--- src/design/autorange_humidity_converter_macros.svh ---
// Assertion shorthands; the enclosing module provides clk and rst_n.
`ifndef AUTORANGE_HUMIDITY_CONVERTER_MACROS_SVH
`define AUTORANGE_HUMIDITY_CONVERTER_MACROS_SVH

// Consequent must hold in the same cycle as the antecedent.
`define AHC_ASSERT_NOW(lbl, ante, cons, msg) \
  lbl: assert property (@(posedge clk) disable iff (!rst_n) (ante) |-> (cons)) \
    else $error(msg);

// Consequent must hold in the cycle after the antecedent.
`define AHC_ASSERT_NEXT(lbl, ante, cons, msg) \
  lbl: assert property (@(posedge clk) disable iff (!rst_n) (ante) |=> (cons)) \
    else $error(msg);

`endif

--- src/design/ahc_pkg.sv ---
package ahc_pkg;

  localparam int ADC_BITS       = 10;
  localparam int RANGE_COUNT    = 5;
  localparam int RESIDUAL_LIMIT = 4;

  localparam int MUL_W  = 33;
  localparam int PROD_W = 2 * MUL_W;

  // Configuration register indexes
  localparam logic CFG_LOG_OFFSET = 1'b0;
  localparam logic CFG_THRESHOLD  = 1'b1;

  localparam logic signed [32:0] LN2_Q30     = 33'sd744261118;
  localparam logic signed [32:0] LOG10_2_Q30 = 33'sd323228497;
  localparam logic signed [51:0] HUNDRED_Q36 = 52'sd6871947673600;
  localparam logic signed [22:0] LOG2_Q46    = 23'sd3014656;

  // Temperature polynomial coefficients, Q.24
  localparam logic signed [34:0] COEF_A0 = 35'sd21224856;
  localparam logic signed [32:0] COEF_A1 = 33'sd932813;
  localparam logic signed [32:0] COEF_A2 = -33'sd11744;
  localparam logic signed [34:0] COEF_B0 = 35'sd621277086;
  localparam logic signed [32:0] COEF_B1 = 33'sd6397152;
  localparam logic signed [32:0] COEF_B2 = -33'sd46976;
  localparam logic signed [34:0] COEF_C0 = 35'sd3471373763;
  localparam logic signed [32:0] COEF_C1 = 33'sd766719;
  localparam logic signed [32:0] COEF_C2 = -33'sd60398;

  typedef enum logic [3:0] {
    S_IDLE,
    S_CHECK,
    S_NORM,
    S_SQ,
    S_SQW,
    S_LN,
    S_LNW,
    S_POLY,
    S_FINISH
  } ahc_state_t;

  typedef struct packed {
    logic [9:0]  residual;
    logic [9:0]  sample;
    logic [15:0] temperature;
  } ahc_item_t;

  typedef struct packed {
    logic [14:0] humidity;
    logic        done_res;
    logic [2:0]  next_range;
    logic        discharge_error;
  } ahc_res_t;

endpackage

--- src/design/ahc_mul.sv ---
module ahc_mul
  import ahc_pkg::*;
(
  input  logic                     clk,
  input  logic signed [MUL_W-1:0]  a,
  input  logic signed [MUL_W-1:0]  b,
  output logic signed [PROD_W-1:0] p_r
);

  always_ff @(posedge clk) begin
    p_r <= a * b;
  end

endmodule

--- src/design/ahc_seq.sv ---
`include "autorange_humidity_converter_macros.svh"

module ahc_seq
  import ahc_pkg::*;
(
  input  logic               clk,
  input  logic               rst_n,
  input  logic               start,
  input  ahc_item_t          item,
  input  logic signed [15:0] log_offset,
  input  logic [9:0]         threshold,
  output logic               busy,
  output logic               res_valid,
  output ahc_res_t           res
);

  ahc_state_t state_r, state_nxt;
  ahc_item_t  item_r, item_nxt;
  logic [2:0] range_r, range_nxt;
  logic       res_valid_r, res_valid_nxt;
  ahc_res_t   res_r, res_nxt;

  logic [49:0] nz_r, nz_nxt;
  logic [5:0]  p_r, p_nxt;
  logic [30:0] z_r, z_nxt;
  logic [21:0] r_r, r_nxt;
  logic [3:0]  k_r, k_nxt;
  logic        pass_r, pass_nxt;
  logic [3:0]  step_r, step_nxt;

  logic signed [18:0] rl_r, rl_nxt;
  logic [31:0]        t2_r, t2_nxt;
  logic [20:0]        rl2_r, rl2_nxt;
  logic signed [34:0] pa_r, pa_nxt;
  logic signed [34:0] pb_r, pb_nxt;
  logic signed [34:0] pc_r, pc_nxt;
  logic signed [51:0] acc_r, acc_nxt;

  logic signed [MUL_W-1:0]  mul_a, mul_b;
  logic signed [PROD_W-1:0] mul_p;

  logic signed [PROD_W-1:0] prod_sra16, prod_sra8, lg10_w, rl_w;
  logic [31:0]              sq_q;
  logic [21:0]              a_val;
  logic signed [22:0]       l2_w;
  logic signed [51:0]       rnd_w;
  logic                     last_range;

  ahc_mul u_mul (
    .clk (clk),
    .a   (mul_a),
    .b   (mul_b),
    .p_r (mul_p)
  );

  assign prod_sra16 = mul_p >>> 16;
  assign prod_sra8  = mul_p >>> 8;
  assign lg10_w     = (mul_p + 66'sd8589934592) >>> 34;
  assign rl_w       = PROD_W'(log_offset) - lg10_w + $signed({51'd0, range_r, 12'd0});
  assign sq_q       = mul_p[61:30];
  assign a_val      = 22'(ADC_BITS << 16) - r_r;
  assign l2_w       = $signed({1'b0, r_r}) - LOG2_Q46;
  assign rnd_w      = acc_r + 52'sd134217728;
  assign last_range = ({1'b0, range_r} + 4'd1) >= 4'(RANGE_COUNT);

  assign busy      = (state_r != S_IDLE);
  assign res_valid = res_valid_r;
  assign res       = res_r;

  always_comb begin
    state_nxt     = state_r;
    item_nxt      = item_r;
    range_nxt     = range_r;
    res_valid_nxt = 1'b0;
    res_nxt       = res_r;
    nz_nxt        = nz_r;
    p_nxt         = p_r;
    z_nxt         = z_r;
    r_nxt         = r_r;
    k_nxt         = k_r;
    pass_nxt      = pass_r;
    step_nxt      = step_r;
    rl_nxt        = rl_r;
    t2_nxt        = t2_r;
    rl2_nxt       = rl2_r;
    pa_nxt        = pa_r;
    pb_nxt        = pb_r;
    pc_nxt        = pc_r;
    acc_nxt       = acc_r;
    mul_a         = '0;
    mul_b         = '0;

    unique case (state_r)
      S_IDLE: begin
        if (start) begin
          item_nxt  = item;
          state_nxt = S_CHECK;
        end
      end

      S_CHECK: begin
        res_nxt = '0;
        priority if (item_r.residual > 10'(RESIDUAL_LIMIT)) begin
          range_nxt               = '0;
          res_nxt.done_res        = 1'b1;
          res_nxt.discharge_error = 1'b1;
          res_valid_nxt           = 1'b1;
          state_nxt               = S_IDLE;
        end else if (item_r.sample <= threshold && !last_range) begin
          range_nxt          = range_r + 3'd1;
          res_nxt.next_range = range_r + 3'd1;
          res_valid_nxt      = 1'b1;
          state_nxt          = S_IDLE;
        end else if (item_r.sample == '0) begin
          range_nxt        = '0;
          res_nxt.done_res = 1'b1;
          res_valid_nxt    = 1'b1;
          state_nxt        = S_IDLE;
        end else begin
          nz_nxt    = 50'((1 << ADC_BITS) - int'(item_r.sample));
          p_nxt     = 6'd30;
          pass_nxt  = 1'b0;
          state_nxt = S_NORM;
        end
      end

      // Bring the operand into [2^30, 2^31), one bit a cycle
      S_NORM: begin
        priority if (nz_r[49:31] != '0) begin
          nz_nxt = nz_r >> 1;
          p_nxt  = p_r + 6'd1;
        end else if (nz_r[49:30] == '0) begin
          nz_nxt = nz_r << 1;
          p_nxt  = p_r - 6'd1;
        end else begin
          z_nxt     = nz_r[30:0];
          r_nxt     = {p_r, 16'd0};
          k_nxt     = 4'd15;
          state_nxt = S_SQ;
        end
      end

      S_SQ: begin
        mul_a     = $signed({2'b00, z_r});
        mul_b     = $signed({2'b00, z_r});
        state_nxt = S_SQW;
      end

      // Square result of 2 or more yields a one in this fraction bit
      S_SQW: begin
        if (sq_q[31]) begin
          z_nxt = sq_q[31:1];
          r_nxt = r_r | (22'd1 << k_r);
        end else begin
          z_nxt = sq_q[30:0];
        end
        if (k_r != '0) begin
          k_nxt     = k_r - 4'd1;
          state_nxt = S_SQ;
        end else if (!pass_r) begin
          state_nxt = S_LN;
        end else begin
          step_nxt  = '0;
          state_nxt = S_POLY;
        end
      end

      S_LN: begin
        mul_a     = $signed({11'd0, a_val});
        mul_b     = LN2_Q30;
        r_nxt     = a_val;
        state_nxt = S_LNW;
      end

      S_LNW: begin
        nz_nxt    = mul_p[49:0];
        p_nxt     = 6'd30;
        pass_nxt  = 1'b1;
        state_nxt = S_NORM;
      end

      // Each step but the last issues one product; each step but the first takes in the previous step's product
      S_POLY: begin
        step_nxt = step_r + 4'd1;
        unique case (step_r)
          4'd0: begin
            mul_a = MUL_W'(l2_w);
            mul_b = LOG10_2_Q30;
          end
          4'd1: begin
            rl_nxt = rl_w[18:0];
            mul_a  = MUL_W'($signed(item_r.temperature));
            mul_b  = MUL_W'($signed(item_r.temperature));
          end
          4'd2: begin
            t2_nxt = mul_p[31:0];
            mul_a  = MUL_W'(rl_r);
            mul_b  = MUL_W'(rl_r);
          end
          4'd3: begin
            rl2_nxt = mul_p[32:12];
            mul_a   = COEF_A2;
            mul_b   = $signed({1'b0, t2_r});
          end
          4'd4: begin
            pa_nxt = prod_sra16[34:0];
            mul_a  = COEF_A1;
            mul_b  = MUL_W'($signed(item_r.temperature));
          end
          4'd5: begin
            pa_nxt = pa_r + $signed(prod_sra8[34:0]) + COEF_A0;
            mul_a  = COEF_B2;
            mul_b  = $signed({1'b0, t2_r});
          end
          4'd6: begin
            pb_nxt = prod_sra16[34:0];
            mul_a  = COEF_B1;
            mul_b  = MUL_W'($signed(item_r.temperature));
          end
          4'd7: begin
            pb_nxt = pb_r + $signed(prod_sra8[34:0]) + COEF_B0;
            mul_a  = COEF_C2;
            mul_b  = $signed({1'b0, t2_r});
          end
          4'd8: begin
            pc_nxt = prod_sra16[34:0];
            mul_a  = COEF_C1;
            mul_b  = MUL_W'($signed(item_r.temperature));
          end
          4'd9: begin
            pc_nxt = pc_r + $signed(prod_sra8[34:0]) + COEF_C0;
            mul_a  = $signed(pa_r[32:0]);
            mul_b  = $signed({12'd0, rl2_r});
          end
          4'd10: begin
            acc_nxt = $signed(mul_p[51:0]);
            mul_a   = $signed(pb_r[32:0]);
            mul_b   = MUL_W'(rl_r);
          end
          default: begin
            acc_nxt   = acc_r - $signed(mul_p[51:0]) + $signed({pc_r, 12'd0});
            state_nxt = S_FINISH;
          end
        endcase
      end

      S_FINISH: begin
        res_nxt          = '0;
        res_nxt.done_res = 1'b1;
        priority if (acc_r > HUNDRED_Q36) begin
          res_nxt.humidity = 15'd25600;
        end else if (acc_r < 0) begin
          res_nxt.humidity = '0;
        end else begin
          res_nxt.humidity = rnd_w[42:28];
        end
        range_nxt     = '0;
        res_valid_nxt = 1'b1;
        state_nxt     = S_IDLE;
      end

      default: begin
        state_nxt = S_IDLE;
      end
    endcase
  end

  always_ff @(posedge clk) begin
    if (!rst_n) begin
      state_r     <= S_IDLE;
      range_r     <= '0;
      res_valid_r <= 1'b0;
    end else begin
      state_r     <= state_nxt;
      range_r     <= range_nxt;
      res_valid_r <= res_valid_nxt;
    end
  end

  always_ff @(posedge clk) begin
    item_r <= item_nxt;
    res_r  <= res_nxt;
    nz_r   <= nz_nxt;
    p_r    <= p_nxt;
    z_r    <= z_nxt;
    r_r    <= r_nxt;
    k_r    <= k_nxt;
    pass_r <= pass_nxt;
    step_r <= step_nxt;
    rl_r   <= rl_nxt;
    t2_r   <= t2_nxt;
    rl2_r  <= rl2_nxt;
    pa_r   <= pa_nxt;
    pb_r   <= pb_nxt;
    pc_r   <= pc_nxt;
    acc_r  <= acc_nxt;
  end

  `AHC_ASSERT_NOW(a_res_when_idle, res_valid_r, state_r == S_IDLE, "result while busy")
  `AHC_ASSERT_NOW(a_range_bound, 1'b1, {1'b0, range_r} < 4'(RANGE_COUNT), "range out of bounds")
  `AHC_ASSERT_NOW(a_err_done, res_valid_r && res_r.discharge_error,
    res_r.done_res && res_r.next_range == '0 && res_r.humidity == '0, "bad error result")

endmodule

--- src/design/autorange_humidity_converter.sv ---
// A discharge error or a range step is resolved in S_CHECK and passes through the sequencer's
// result register into the output register; a full conversion's length is set by the shared 33x33
// multiplier, the one-bit-a-cycle normalization and the two bitwise log2 passes
// (a square state and a wait state per fraction bit).
// Throughput: one request at a time; the next is taken once the result register is empty.
// Reset (rst_n low, synchronous): idle, range back to 0, offset 0, threshold 512.
`include "autorange_humidity_converter_macros.svh"

module autorange_humidity_converter
  import ahc_pkg::*;
(
  input  logic        clk,
  input  logic        rst_n,
  input  logic        in_tvalid,
  output logic        in_tready,
  input  logic [39:0] in_tdata,   // discharge_residual, charged_sample, temperature, pad
  output logic        out_tvalid,
  input  logic        out_tready,
  output logic [23:0] out_tdata,  // humidity, next_range, pad
  output logic        out_tlast,  // done_res
  output logic        out_tuser,  // discharge_error
  input  logic        cfg_we,
  input  logic        cfg_addr,
  input  logic [15:0] cfg_wdata
);

  logic signed [15:0] offset_r;
  logic [9:0]         thr_r;
  logic               out_valid_r;
  ahc_res_t           out_res_r;

  logic      busy, res_valid, start;
  ahc_res_t  res;
  ahc_item_t item;

  assign item.residual    = in_tdata[9:0];
  assign item.sample      = in_tdata[19:10];
  assign item.temperature = in_tdata[35:20];

  // Hold off while busy, while a finished result is on its way into the output register, or while it is full
  assign in_tready = !busy && !res_valid && !out_valid_r;
  assign start     = in_tvalid && in_tready;

  ahc_seq u_seq (
    .clk        (clk),
    .rst_n      (rst_n),
    .start      (start),
    .item       (item),
    .log_offset (offset_r),
    .threshold  (thr_r),
    .busy       (busy),
    .res_valid  (res_valid),
    .res        (res)
  );

  always_ff @(posedge clk) begin
    if (!rst_n) begin
      offset_r <= '0;
      thr_r    <= 10'd512;
    end else if (cfg_we) begin
      unique case (cfg_addr)
        CFG_LOG_OFFSET: offset_r <= $signed(cfg_wdata);
        CFG_THRESHOLD:  thr_r    <= cfg_wdata[9:0];
        default: ;
      endcase
    end
  end

  always_ff @(posedge clk) begin
    if (!rst_n) begin
      out_valid_r <= 1'b0;
    end else if (res_valid) begin
      out_valid_r <= 1'b1;
    end else if (out_tready) begin
      out_valid_r <= 1'b0;
    end
  end

  always_ff @(posedge clk) begin
    if (res_valid) begin
      out_res_r <= res;
    end
  end

  assign out_tvalid = out_valid_r;
  assign out_tdata  = {6'd0, out_res_r.next_range, out_res_r.humidity};
  assign out_tlast  = out_res_r.done_res;
  assign out_tuser  = out_res_r.discharge_error;

  `AHC_ASSERT_NEXT(a_busy_after_accept, start, !in_tready, "ready right after accept")
  `AHC_ASSERT_NOW(a_result_fits, res_valid, !out_valid_r, "result register occupied")

endmodule

--- config.mk ---
export PLATFORM = sky130hd
export DESIGN_NAME = autorange_humidity_converter
export DESIGN_NICKNAME = d
export VERILOG_FILES = /design/src/design/ahc_pkg.sv /design/src/design/ahc_mul.sv /design/src/design/ahc_seq.sv /design/src/design/autorange_humidity_converter.sv
export VERILOG_INCLUDE_DIRS = /design/src /design/src/design
export SDC_FILE = /design/constraint.sdc
export NUM_CORES = 2
export LEC_CHECK = 0
export BUFFER_PORTS_ARGS = -buffer_cell sky130_fd_sc_hd__buf_2
export CAP_MARGIN = 20
export CORE_MARGIN = 2
export CORE_UTILIZATION = 46
export CTS_CLUSTER_SIZE = 10
export DETAILED_ROUTE_END_ITERATION = 12
export PLACE_DENSITY = 0.6
export SYNTH_ARGS = -nofsm -noshare
export SYNTH_HDL_FRONTEND = slang
export SYNTH_SLANG_ARGS = --single-unit
--- constraint.sdc ---
create_clock -name clk -period 24.8 [get_ports clk]
set_clock_uncertainty 0.1 [all_clocks]
set_input_delay 4.96 -clock clk [delete_from_list [all_inputs] [get_ports clk]]
set_output_delay 4.96 -clock clk [all_outputs]
set_load 0.01 [all_outputs]
==> run summary <==
endpoints failing hold = 0
setup ws final = 12.77 ns
main combinational cell family by area after synthesis = adder cells
NumNets Final = 9,419
# fillers = 14,498
max_cap viols = 0
wire length of the first global-routing pass = 361.4 mm
worst path arrival time = 12.44 ns
Distinct cells, synth = 100
detailed placer's ending HPWL = 183.5 mm
DRC = 0
number of post-CTS setup repair buffers = 0
Slowest-stage cell, CP = a211oi_1
critical-path maximum fanout = 72
peak supply drop = 0.06941 mV
Starting Density = 46.26%
Yosys top cell area share = 32.29%
Post-Syn Instances = 7,684
Util after Layout = 49.66%
pwr dens = 27.42 nW/um2
pre-CTS setup slack = 13.02 ns
Syn Area/Cell = 9.263 um2
Overflow after GRT = 0
detailed-route via count = 55,464
gr usage total = 30.91%
final period utilization = 48.51%
drt wl/cell = 24.69 um
vias in the first global route = 56,503
Worst Hold Class = reg -> reg
Rel. slew slack = 18.21%
post-synthesis mux area share = 1.041%
TritonRoute pass-1 iters = 7
largest net degree at the start of global routing = 80
Clk pin slew, worst setup/hold paths = 0.06 ns
CP bufs+invs = 7
Post-Synth Adder-Cell Area = 41.59%
Synth area leader = fa_1
Worst-Margin Slew = 1.219 ns
Placed Area = 74,330 um2
row cnt = 144
Post-CTS Hold Buffers = 0
Area Overhead vs Synth = 7.353%
CP required = 25.21 ns
Worst-Skew Late Latency = 0.64 ns
Synth top cells by count = 1,476 x inv_1, 1,148 x fa_1, 936 x nand2_1
reg-to-reg slack, setup = 12.77 ns
cell depth of the worst flop-to-flop path = 32
Antenna Nets Post-Route = 0
Simple-Gate Fraction of Synth Area = 12.48%
proportion of layout cells with a drive suffix above 1 = 6.044%
Routed Wire Length = 241.3 mm
EDFF count, synth = 419
Crit Path Class = reg -> reg
Tmin final = 12.03 ns
DR vias/cell = 5.676
post-synthesis instance area = 71,180 um2
# port buffers = 79
core area = 153,900 um2
Die Wd = 397.4 um
H-tree levels = 3
crit-path most repeated cell = fa_1
CTS buffer count = 66
top cells by area, synth = fa_1 32%, edfxtp_1 18%, ha_1 9.3%
delay of the slowest critical-path stage = 0.85 ns
Hold Crit Start = u_seq.res[0]$_SDFFCE_PN0P_
count leader, synth = inv_1
status = finished, final reports clean
RSZ-0062 raised after global routing = false
Hold Path Stages = 0
Post-CTS Resized = 0
Die Y = 397.4 um
CTS sink cnt = 516
Synth Area in Compound Gates = 10.99%
Critical Path End Type = flop
leak pwr = 34.06 nW
Die Area = 157,900 um2
xor and xnor area share after synthesis = 3.605%
worst hold endpoint = out_tuser$_DFFE_PP_
sequential area share after synthesis = 20.41%
launching point of the worst reg2reg path = u_seq.step_r[0]$_SDFFCE_PN0P_
R2R Path End = u_seq.u_mul.p_r[59]$_DFF_P_
initial antenna violation count = 7
Ports = 90
Startpoint Class = flop
root buffer cell = clkbuf_16
initial DRC count = 5,180
Design Area, Final = 76,410 um2
dominant synthesized flop cell = edfxtp_1
Pins Over Slew Limit = 0
GP Congestion = 0.9512
clock buffer depth = 3
FMAX = 83.12 MHz
Synth async-reset ratio = 0%
TNS Setup = 0 ns
Synth Register Bits = 516
CTS tree = built
Final Setup Violations = 0
synth warn = 0
top cell family by delay on the critical path = adder cells
==> state kept, by name, summed over array words and instances, names as in the netlist, 6 cells and up <==
register and count:
u_seq.rl2_r 21, u_seq.pc_r 35, u_seq.pa_r 33, thr_r 10, u_seq.pb_r 33, u_seq.rl_r 19, u_seq.item_r 36, u_seq.nz_r 50
u_seq.u_mul.p_r 62, u_seq.z_r 31, out_tdata 18, offset_r 16, u_seq.r_r 22, u_seq.t2_r 32, u_seq.acc_r 52, u_seq.p_r 6
u_seq.res 20
==> per-stage QoR <==
step | power, W | std cells | hold WS (ns)
6_report | 0.002095 | 9772 | 0.3171
5_1_grt | 0.002158 | 9771 | 0.3265
3_5_place_dp | 0.001188 | 9653 | 0.3052
2_1_floorplan | 0.001111 | 7689 | 0.3003
3_3_place_gp | 0.001185 | 9650 | 0.3036
4_1_cts | 0.002110 | 9768 | 0.3175
==> cell families (layout without fill, tap and decap cells) <==
logic type / after synthesis / in the layout
AO/OA/AOI/OAI: 1202 / 1202
XOR/XNOR: 293 / 293
adder cells (fa/ha/maj): 1677 / 1677
buffers and inverters: 1830 / 1868
flip-flops: 516 / 516
multiplexers: 73 / 73
other: 1 / 7
AND/OR/NAND/NOR: 2092 / 2092
==> power breakdown <==
part	internal, W	total [W]	leakage (nW)	switching (W)
Combinational	0.0000477	0.000139	28.7	0.0000913
Sequential	0.000992	0.00103	4.42	0.0000421
Clock	0.000519	0.000922	0.961	0.000404
==> how the worst max path moves through the flow <==
stage,start,endpoint,depth (start not counted)
3_3_place_gp,u_seq.step_r[0]$_SDFFCE_PN0P_,u_seq.u_mul.p_r[59]$_DFF_P_,32
6_report,u_seq.step_r[0]$_SDFFCE_PN0P_,u_seq.u_mul.p_r[59]$_DFF_P_,32
4_1_cts,u_seq.step_r[0]$_SDFFCE_PN0P_,u_seq.u_mul.p_r[59]$_DFF_P_,32
3_5_place_dp,u_seq.step_r[0]$_SDFFCE_PN0P_,u_seq.u_mul.p_r[59]$_DFF_P_,32
2_1_floorplan,u_seq.step_r[0]$_SDFFCE_PN0P_,u_seq.u_mul.p_r[59]$_DFF_P_,30
5_1_grt,u_seq.step_r[0]$_SDFFCE_PN0P_,u_seq.u_mul.p_r[59]$_DFF_P_,32
==> cell type report <==
class | instances | area (um2) | area share (%)
clock inverters | 19 | 207.7 | 0.2718
clock buffers | 96 | 1795 | 2.350
well taps | 2044 | 2557 | 3.347
flip-flops and latches | 516 | 14530 | 19.01
repair buffers | 275 | 1936 | 2.533
inverters | 1478 | 5548 | 7.261
diodes | 1 | 2.502 | 0.003275
multi-input cells | 5343 | 49830 | 65.22
==> cell usage in the layout, fill, tap and decap left out, drive strengths merged, types with 13 or more instances in the layout <==
master | synthesis | routed
a31oi | 30 | 30
a21boi | 16 | 16
edfxtp | 419 | 419
a21o | 127 | 127
o211ai | 21 | 21
nand3 | 65 | 65
buf | 106 | 275
o31ai | 16 | 16
or3 | 16 | 16
xnor2 | 190 | 190
nand2 | 936 | 936
a221oi | 32 | 32
nor3 | 59 | 59
and2 | 36 | 36
ha | 529 | 529
clkbuf | 246 | 96
o211a | 13 | 13
dfxtp | 97 | 97
a222oi | 15 | 15
xor2 | 103 | 103
o21a | 58 | 58
clkinv | 2 | 16
nor2b | 60 | 60
nor2 | 739 | 739
a211oi | 74 | 74
a221o | 21 | 21
mux2i | 65 | 65
o21ai | 326 | 326
and3 | 31 | 31
inv | 1476 | 1479
nor4 | 28 | 28
a21oi | 310 | 310
a22oi | 23 | 23
fa | 1148 | 1148
nand4 | 36 | 36
nand2b | 42 | 42
o21bai | 38 | 38
==> metal layers <==
metal	track usage, %	part of all wire [%]	vias to the layer above
met4	15.54	5.9	0
met2	47.98	45	2643
li1	-	-	24424
met1	41.24	40	27908
met5	0	0	-
met3	6.160	10	489
(Power assumes the default switching activity.)
